**src/rtl/dhcd_pkg.sv**
```systemverilog
// shared types, codes and reset values for the directional hysteresis change detector
package dhcd_pkg;

    localparam int unsigned ValW = 10;
    localparam int unsigned CfgIdxW = 2;

    // direction codes
    localparam logic [1:0] DIR_WAIT = 2'd0;
    localparam logic [1:0] DIR_RISE = 2'd1;
    localparam logic [1:0] DIR_FALL = 2'd2;

    // register indexes on the config port
    localparam logic [CfgIdxW-1:0] CFG_BIG_DELTA    = 2'd0;
    localparam logic [CfgIdxW-1:0] CFG_LITTLE_DELTA = 2'd1;
    localparam logic [CfgIdxW-1:0] CFG_MEDIUM_DELTA = 2'd2;

    // reset values: 1024 / 20, 4 and twice the little delta
    localparam logic [ValW-1:0] BIG_DELTA_RST    = ValW'(1024 / 20);
    localparam logic [ValW-1:0] LITTLE_DELTA_RST = ValW'(4);
    localparam logic [ValW-1:0] MEDIUM_DELTA_RST = ValW'(4 * 2);

    typedef logic [ValW-1:0] val_t;

    typedef struct packed {
        val_t big_delta;
        val_t little_delta;
        val_t medium_delta;
    } cfg_t;

    typedef struct packed {
        logic       accept;
        logic [1:0] dir_next;
    } decision_t;

endpackage

```
**src/rtl/directional_hysteresis_change_detector.sv**
```systemverilog
// top level: input register, decision logic, state and result register
//
//   channel  | handshake               | payload
//   ---------+-------------------------+--------------------------------
//   input    | in_valid / in_stall     | reading, restart
//   output   | out_valid / out_stall   | changed, official_value
//   config   | cfg_we                  | cfg_index, cfg_data
//
// one transaction per cycle sustained while out_stall stays low; a sample
// passes the input register, then the result register.
// the held value and direction update in the same edge that loads the
// result register, so the next sample is judged against them.
// reset clears valids, direction and held value, thresholds go to defaults.
// a stalled result holds the input register; in_stall rises only then.
module directional_hysteresis_change_detector
(
    input  logic                             clk,
    input  logic                             rst_n,
    input  logic                             in_valid,
    output logic                             in_stall,
    input  logic [dhcd_pkg::ValW-1:0]        reading,
    input  logic                             restart,
    output logic                             out_valid,
    input  logic                             out_stall,
    output logic                             changed,
    output logic [dhcd_pkg::ValW-1:0]        official_value,
    input  logic                             cfg_we,
    input  logic [dhcd_pkg::CfgIdxW-1:0]     cfg_index,
    input  logic [dhcd_pkg::ValW-1:0]        cfg_data
);

    dhcd_pkg::cfg_t             cfg;
    dhcd_pkg::decision_t        decision;

    logic                       s1_valid_reg;
    logic [dhcd_pkg::ValW-1:0]  reading_reg;
    logic                       restart_reg;
    logic                       out_valid_reg;
    logic                       changed_reg;
    logic [dhcd_pkg::ValW-1:0]  official_reg;
    logic [dhcd_pkg::ValW-1:0]  held_reg;
    logic [dhcd_pkg::ValW-1:0]  held_next;
    logic [1:0]                 dir_reg;
    logic                       advance;
    logic                       in_take;

    dhcd_cfg u_cfg
    (
        .clk       (clk),
        .rst_n     (rst_n),
        .cfg_we    (cfg_we),
        .cfg_index (cfg_index),
        .cfg_data  (cfg_data),
        .cfg       (cfg)
    );

    dhcd_judge u_judge
    (
        .reading  (reading_reg),
        .restart  (restart_reg),
        .held     (held_reg),
        .dir      (dir_reg),
        .cfg      (cfg),
        .decision (decision)
    );

    // pipeline control
    assign advance  = s1_valid_reg && (!out_valid_reg || !out_stall);
    assign in_stall = s1_valid_reg && !advance;
    assign in_take  = in_valid && !in_stall;
    assign held_next = decision.accept ? reading_reg : held_reg;

    // input register
    always_ff @(posedge clk or negedge rst_n)
    begin
        if (!rst_n)
        begin
            s1_valid_reg <= 1'b0;
        end
        else if (in_take)
        begin
            s1_valid_reg <= 1'b1;
        end
        else if (advance)
        begin
            s1_valid_reg <= 1'b0;
        end
    end

    always_ff @(posedge clk)
    begin
        if (in_take)
        begin
            reading_reg <= reading;
            restart_reg <= restart;
        end
    end

    // state update
    always_ff @(posedge clk or negedge rst_n)
    begin
        if (!rst_n)
        begin
            held_reg <= '0;
            dir_reg  <= dhcd_pkg::DIR_WAIT;
        end
        else if (advance)
        begin
            held_reg <= held_next;
            dir_reg  <= decision.dir_next;
        end
    end

    // result register
    always_ff @(posedge clk or negedge rst_n)
    begin
        if (!rst_n)
        begin
            out_valid_reg <= 1'b0;
        end
        else if (advance)
        begin
            out_valid_reg <= 1'b1;
        end
        else if (!out_stall)
        begin
            out_valid_reg <= 1'b0;
        end
    end

    always_ff @(posedge clk)
    begin
        if (advance)
        begin
            changed_reg  <= decision.accept && !restart_reg;
            official_reg <= held_next;
        end
    end

    assign out_valid      = out_valid_reg;
    assign changed        = changed_reg;
    assign official_value = official_reg;

    // the shown result always matches the held state
    a_held_matches: assert property (@(posedge clk) disable iff (!rst_n)
        out_valid_reg |-> official_reg == held_reg)
        else $error("official value differs from held state");

    // a reported change leaves a direction of travel
    a_change_dir: assert property (@(posedge clk) disable iff (!rst_n)
        (out_valid_reg && changed_reg) |->
            (dir_reg == dhcd_pkg::DIR_RISE || dir_reg == dhcd_pkg::DIR_FALL))
        else $error("change reported while waiting");

    // a restart sample never reports a change
    a_restart_mask: assert property (@(posedge clk) disable iff (!rst_n)
        (advance && restart_reg) |=> !changed_reg)
        else $error("change reported on restart sample");

    // the input side only stalls behind a held sample
    a_stall_cause: assert property (@(posedge clk) disable iff (!rst_n)
        in_stall |-> (s1_valid_reg && out_valid_reg && out_stall))
        else $error("input stalled without a blocked result");

endmodule

```
**src/rtl/dhcd_cfg.sv**
```systemverilog
// configuration registers for the three step thresholds
module dhcd_cfg
(
    input  logic                             clk,
    input  logic                             rst_n,
    input  logic                             cfg_we,
    input  logic [dhcd_pkg::CfgIdxW-1:0]     cfg_index,
    input  logic [dhcd_pkg::ValW-1:0]        cfg_data,
    output dhcd_pkg::cfg_t                   cfg
);

    dhcd_pkg::cfg_t cfg_reg;
    dhcd_pkg::cfg_t cfg_next;

    // decode the write, unknown indexes are dropped
    always_comb
    begin
        cfg_next = cfg_reg;
        if (cfg_we)
        begin
            case (cfg_index)
                dhcd_pkg::CFG_BIG_DELTA:    cfg_next.big_delta    = cfg_data;
                dhcd_pkg::CFG_LITTLE_DELTA: cfg_next.little_delta = cfg_data;
                dhcd_pkg::CFG_MEDIUM_DELTA: cfg_next.medium_delta = cfg_data;
                default:                    cfg_next = cfg_reg;
            endcase
        end
    end

    always_ff @(posedge clk or negedge rst_n)
    begin
        if (!rst_n)
        begin
            cfg_reg.big_delta    <= dhcd_pkg::BIG_DELTA_RST;
            cfg_reg.little_delta <= dhcd_pkg::LITTLE_DELTA_RST;
            cfg_reg.medium_delta <= dhcd_pkg::MEDIUM_DELTA_RST;
        end
        else
        begin
            cfg_reg <= cfg_next;
        end
    end

    assign cfg = cfg_reg;

endmodule

```
**src/rtl/dhcd_judge.sv**
```systemverilog
// decision logic: judges one reading against the held value and direction
module dhcd_judge
(
    input  logic [dhcd_pkg::ValW-1:0] reading,
    input  logic                      restart,
    input  logic [dhcd_pkg::ValW-1:0] held,
    input  logic [1:0]                dir,
    input  dhcd_pkg::cfg_t            cfg,
    output dhcd_pkg::decision_t       decision
);

    localparam int unsigned SumW = dhcd_pkg::ValW + 1;

    logic [1:0]      dir_eff;
    logic [SumW-1:0] r_ext;
    logic [SumW-1:0] h_ext;
    logic            up_little;
    logic            up_medium;
    logic            up_big;
    logic            dn_little;
    logic            dn_medium;
    logic            dn_big;

    // compare as r > h + d and r + d < h so nothing goes negative
    always_comb
    begin
        r_ext     = {1'b0, reading};
        h_ext     = {1'b0, held};
        up_little = r_ext > (h_ext + {1'b0, cfg.little_delta});
        up_medium = r_ext > (h_ext + {1'b0, cfg.medium_delta});
        up_big    = r_ext > (h_ext + {1'b0, cfg.big_delta});
        dn_little = (r_ext + {1'b0, cfg.little_delta}) < h_ext;
        dn_medium = (r_ext + {1'b0, cfg.medium_delta}) < h_ext;
        dn_big    = (r_ext + {1'b0, cfg.big_delta}) < h_ext;
    end

    // restart judges the reading as in the waiting state
    assign dir_eff = restart ? dhcd_pkg::DIR_WAIT : dir;

    always_comb
    begin
        decision.accept   = 1'b0;
        decision.dir_next = dir_eff;
        case (dir_eff)
            dhcd_pkg::DIR_RISE:
            begin
                if (up_little)
                begin
                    decision.accept = 1'b1;
                end
                else if (dn_medium)
                begin
                    decision.accept   = 1'b1;
                    decision.dir_next = dhcd_pkg::DIR_FALL;
                end
            end
            dhcd_pkg::DIR_FALL:
            begin
                if (dn_little)
                begin
                    decision.accept = 1'b1;
                end
                else if (up_medium)
                begin
                    decision.accept   = 1'b1;
                    decision.dir_next = dhcd_pkg::DIR_RISE;
                end
            end
            default:
            begin
                // waiting, and the unused code behaves the same
                if (up_big)
                begin
                    decision.accept   = 1'b1;
                    decision.dir_next = dhcd_pkg::DIR_RISE;
                end
                else if (dn_big)
                begin
                    decision.accept   = 1'b1;
                    decision.dir_next = dhcd_pkg::DIR_FALL;
                end
            end
        endcase
    end

endmodule
```
**config.mk**
```make
export PLATFORM = sky130hd
export DESIGN_NAME = directional_hysteresis_change_detector
export DESIGN_NICKNAME = d
export VERILOG_FILES = /design/src/rtl/dhcd_pkg.sv /design/src/rtl/directional_hysteresis_change_detector.sv /design/src/rtl/dhcd_cfg.sv /design/src/rtl/dhcd_judge.sv
export SDC_FILE = /design/constraint.sdc
export NUM_CORES = 1
export LEC_CHECK = 0
export BUFFER_PORTS_ARGS = -buffer_cell sky130_fd_sc_hd__buf_2
export CAP_MARGIN = 20
export CORE_ASPECT_RATIO = 1.2
export CORE_MARGIN = 2
export CORE_UTILIZATION = 65
export CTS_CLUSTER_DIAMETER = 120
export CTS_CLUSTER_SIZE = 20
export DETAILED_ROUTE_END_ITERATION = 10
export PLACE_DENSITY = 0.82
export SYNTH_ARGS = -nofsm -noshare
export SYNTH_HDL_FRONTEND = slang
export SYNTH_HIERARCHICAL = 1
export SYNTH_SLANG_ARGS = --single-unit
```
**constraint.sdc**
```tcl
create_clock -name clk -period 7.85 [get_ports clk]
set_input_delay 1.1775 -clock clk [delete_from_list [all_inputs] [get_ports clk]]
set_output_delay 1.1775 -clock clk [all_outputs]
set_load 0.02 [all_outputs]
```
**Yosys cells after proc, flatten, opt, wreduce, memory -nomap -nowiden**

Index checks and enable logic that the tools add are counted.

- Flip-flop bits (word level): 66
- Logic and storage cells: 58

- Mux-type cells: 15
- Reduce and logical (&&, ||, !) cells: 15
- Magnitude comparators: 6
- Eq/ne operators: 5
- Add/sub/neg operators: 6

Operators with widths:

| cell | count |
|---|---|
| 10-bit by 10-bit adder with 11-bit output | 6 |
| 10-bit by 11-bit greater-than comparator with 1-bit output | 3 |
| 11-bit by 10-bit less-than comparator with 1-bit output | 3 |
| 3-bit 2-to-1 mux | 4 |
| 10-bit 2-to-1 mux | 1 |
| 1-bit 2-to-1 mux | 6 |
| 2-bit 2-to-1 mux | 3 |
| 3-bit one-hot mux with 2 select lines | 1 |
| 2-bit AND reduction | 3 |
| 1-bit logical NOT | 5 |
| 2-bit by 1-bit == test with 1-bit output, second input constant | 2 |
| 2-bit == test, second input constant | 2 |
| 1-bit logical AND | 4 |
| 2-bit logical NOT | 1 |
| 2-bit by 1-bit != test with 1-bit output, second input constant | 1 |
| 2-bit nonzero test | 1 |
| 1-bit logical OR | 1 |

**Depth between registers and ports, before layout**

- Word-level depth: 8
- Depth in mapped cells: 19
- Depth with buffers taken out: 19

**Modules after synthesis**

Netlist, hierarchy kept.

By module, submodules not included:

| module | seq. area each (µm²) | area each (µm²) | times used | cells an instance |
|---|---|---|---|---|
| dhcd_judge | 0.0 | 3822.4 | 1 | 483 |
| directional_hysteresis_change_detector | 1011.0 | 1328.8 | 1 | 67 |
| dhcd_cfg | 758.2 | 1232.4 | 1 | 66 |

**Worst setup path after synthesis**

OpenSTA, ideal clock, no wires.

- Path type: reg2reg
- Start: reg held_reg[1] (netlist bit)
- End: reg official_reg (netlist bit official_value[0]) (data pin)
- Slack: 3.548 ns
- Setup time: 0.260 ns
- Path buffers: 1
- Arrival time: 4.042 ns
- Cell stages (with the launch flop): 18
- Required time: 7.590 ns
- Path through: dfrtp_1 > ha_1 > a21o_1 > a21oi_2 > o21bai_1 > a21oi_2 > o21ai_1 > mux2_1 > a2111oi_2 > ha_1 > nand3_1 > nor3_1 > a2111oi_0 > o211a_1 > o21ai_0 > a31oi_1 > buf_2 > mux2_2

RTL lines:

| what | RTL line | RTL |
|---|---|---|
| from (decl) | directional_hysteresis_change_detector.sv:41 | `logic [dhcd_pkg::ValW-1:0] held_reg;` |
| from (signal assigned) | directional_hysteresis_change_detector.sv:109 | `held_reg <= held_next;` |
| to (signal assigned) | directional_hysteresis_change_detector.sv:136 | `official_reg <= held_next;` |
| to (decl) | directional_hysteresis_change_detector.sv:40 | `logic [dhcd_pkg::ValW-1:0] official_reg;` |

==> flow_summary.json <==
{
  "slew_headroom": 0.369,
  "critPathCaptureType": "flop",
  "hold_viol_final": 0,
  "numClockSinks": 66,
  "rsz0062_at_grt": "no",
  "drtIter0Drc": 357,
  "stdcell_count": 792,
  "cp.arrival_ps": 4930,
  "largest_register_ffs": 30,
  "power_density_mw_per_mm2": 443,
  "maxCapViolCount": 0,
  "synth_area_mm2": 0.00638,
  "post-route-period-util": 0.617,
  "clkTransAtPathRegs_ps": 70,
  "wl_mm": 16.4,
  "synth.top_cells.by_count": "ha_1, a21oi_1, dfrtp_1, inv_1, mux2_2",
  "whs_path_depth": 1,
  "ys_dominant_reg_cell": "dfrtp_1",
  "synth_nets": 769,
  "multi_input_area_mm2": 0.00444,
  "gr-total-overflow": 0,
  "seq_area_mm2": 0.00177,
  "maxSlewViolCount": 0,
  "dieWidth_um": 94.5,
  "boundaryPins": 41,
  "hold_start": "s1_valid_reg$_DFFE_PN0P_",
  "ys_ff_latch": 66,
  "vias": 5205,
  "place_hpwl_mm": 12.6,
  "fmaxAchievable_mhz": 207,
  "worstRegToRegCells": 18,
  "ys_types": 66,
  "synth_edf_count": 22,
  "cts_tree": "done",
  "final_util": 0.735,
  "antenna_found_initial": 0,
  "dr.pass1.iters": 5,
  "antennaDiodeCount": 0,
  "startpoint": "held_reg[1]$_DFFE_PN0P_",
  "layout.nets": 817,
  "cellLeakagePower_nw": 3.30,
  "synth_area_leaders": "ha_1, dfrtp_1, edfxtp_1, mux2_2, mux2_4",
  "gp_congestion": 0.909,
  "dieArea_mm2": 0.0106,
  "viasPerCell": 6.57,
  "area_growth_syn_to_layout_pct": 10.2,
  "synthCells": 616,
  "port_buffers": 40,
  "grt_usage": 0.325,
  "status": "finished clean",
  "cts_resized": 0,
  "netlist.area_leader.share": 0.233,
  "cts_max_level": 3,
  "cp.required_ps": 7940,
  "peakVddDrop_uv": 266,
  "timing.rr.start": "held_reg[1]$_DFFE_PN0P_",
  "die_y_um": 113,
  "setup_violations": 0,
  "clock_skew_ps": 7.83,
  "finalSetupTns_ps": 0,
  "synth_most_common_cell": "ha_1",
  "grt_max_degree": 45,
  "dp_cells": 775,
  "drc": 0,
  "yosysWarnings": 6,
  "worstMarginPinSlew_ps": 944,
  "start_util": 0.667,
  "grt_pass1_vias": 5434,
  "wl_per_cell_um": 20.7,
  "postCtsHoldBufs": 0,
  "synth-async-reset-ratio": 0.667,
  "root_buffer": "clkbuf_16",
  "hp-class": "reg2reg",
  "design.core.area_mm2": 0.00956,
  "cts_setup_buffers": 0,
  "cts_max_path_buffers": 2,
  "avgSynthCellArea_um2": 10.4,
  "clock_latency_ps": 330,
  "fp-row-count": 39,
  "detail-route-antenna-nets": 0,
  "numCtsBuffers": 9,
  "yosys.area.top_type": "ha_1",
  "synth_seq_area_share": 0.277,
  "cp_max_fo": 12,
  "grt_first_pass_wirelength_mm": 26.7,
  "fin_crit_ps": 4840,
  "drive_above_1_share": 0.191,
  "fill_cells": 719,
  "crit_path_start_kind": "flop",
  "path_class": "reg2reg"
}
## cell families (layout without fill, tap and decap cells)
family	after synthesis	after routing	share of synthesized area
AO/OA/AOI/OAI	174	174	0.186
XOR/XNOR	33	33	0.0453
adder cells (fa/ha/maj)	125	125	0.252
buffers and inverters	41	94	0.0278
flip-flops	66	66	0.277
multiplexers	54	54	0.107
AND/OR/NAND/NOR	123	123	0.105
## cell usage in the layout, fill, tap and decap left out, types with 7 or more instances in the layout
master     synthesis  final
clkbuf_16          0      9
dfrtp_1           38     38
mux2_4            20     20
xor2_1            11     11
a21o_1            21     21
a211oi_1          12     12
o21a_1            11     11
ha_1             119    119
xnor2_1           22     22
o21ai_0           25     25
nand2_1           18     18
o21ai_1           11     11
o21bai_1           8      8
mux2_2            32     32
nand3_1            9      9
nand4_1           10     10
nand2b_1          12     12
a2111oi_0          7      7
nor2_1            26     26
nor2b_1           11     11
edfxtp_1          22     22
inv_1             36     36
a21oi_1           38     38
nor3_1            12     12
buf_2              1     40
## cell type report
class	count	area share
well taps	123	0.0219
clock buffers	9	0.0320
flip-flops and latches	66	0.252
inverters	36	0.0192
repair buffers	42	0.0324
multi-input cells	509	0.631
clock inverters	7	0.0119
## worst max-delay path: stages (launching register included)
cell and delay (ps):
dfrtp_1 540, ha_1 300, a21o_1 160, a21oi_1 300
o21bai_1 120, a21oi_1 260, o21ai_1 200, mux2i_1 150
a2111oi_0 570, ha_1 350, and3_1 170, a31o_2 210
nor2_1 80, nand3_1 100, o21ai_2 230, nor2b_1 80
a31oi_1 160, buf_4 240, mux2_2 370
## per-layer routing
layer / wire length [um] / share of wire / vias up / GRT usage
met4: 618 / 0.038 / 0 / 0.140
met5: 0 / 0 / - / 0
li1: - / - / 2461 / -
met3: 935 / 0.057 / 56 / 0.0463
met1: 6570 / 0.40 / 2495 / 0.395
met2: 8270 / 0.50 / 193 / 0.570
## stage by stage
| step | hold WS, ps | power [mW] | worst slack, ps | area (um2) |
|---|---|---|---|---|
| 2_1_floorplan | 451 | 2.13 | 3550 | 6380 |
| 3_3_place_gp | 468 | 2.50 | 3330 | 6700 |
| 3_5_place_dp | 480 | 2.61 | 3140 | 6700 |
| 4_1_cts | 486 | 3.07 | 3090 | 7010 |
| 5_1_grt | 518 | 3.38 | 2750 | 7030 |
| 6_report | 485 | 3.12 | 3010 | 7030 |
## worst paths after layout
kind | endpoint | slack, ps
worst max-delay path | official_value[8]$_DFFE_PP_ | 3010
worst min-delay path | out_valid$_DFFE_PN0P_ | 480
worst max register to register | official_value[8]$_DFFE_PP_ | 3010
worst min register to register | out_valid$_DFFE_PN0P_ | 480
max in group asynchronous | u_cfg/cfg[12]$_DFFE_PN1P_ | 6640
min in group asynchronous | u_cfg/cfg[8]$_DFFE_PN0P_ | 680
## power by group
group	leakage (nW)	switching (mW)	total, mW	internal [mW]
clock	0.149	0.175	0.428	0.252
sequential	0.723	0.125	0.598	0.473
combinational	2.42	1.14	2.09	0.957
(Power assumes the default switching activity.)
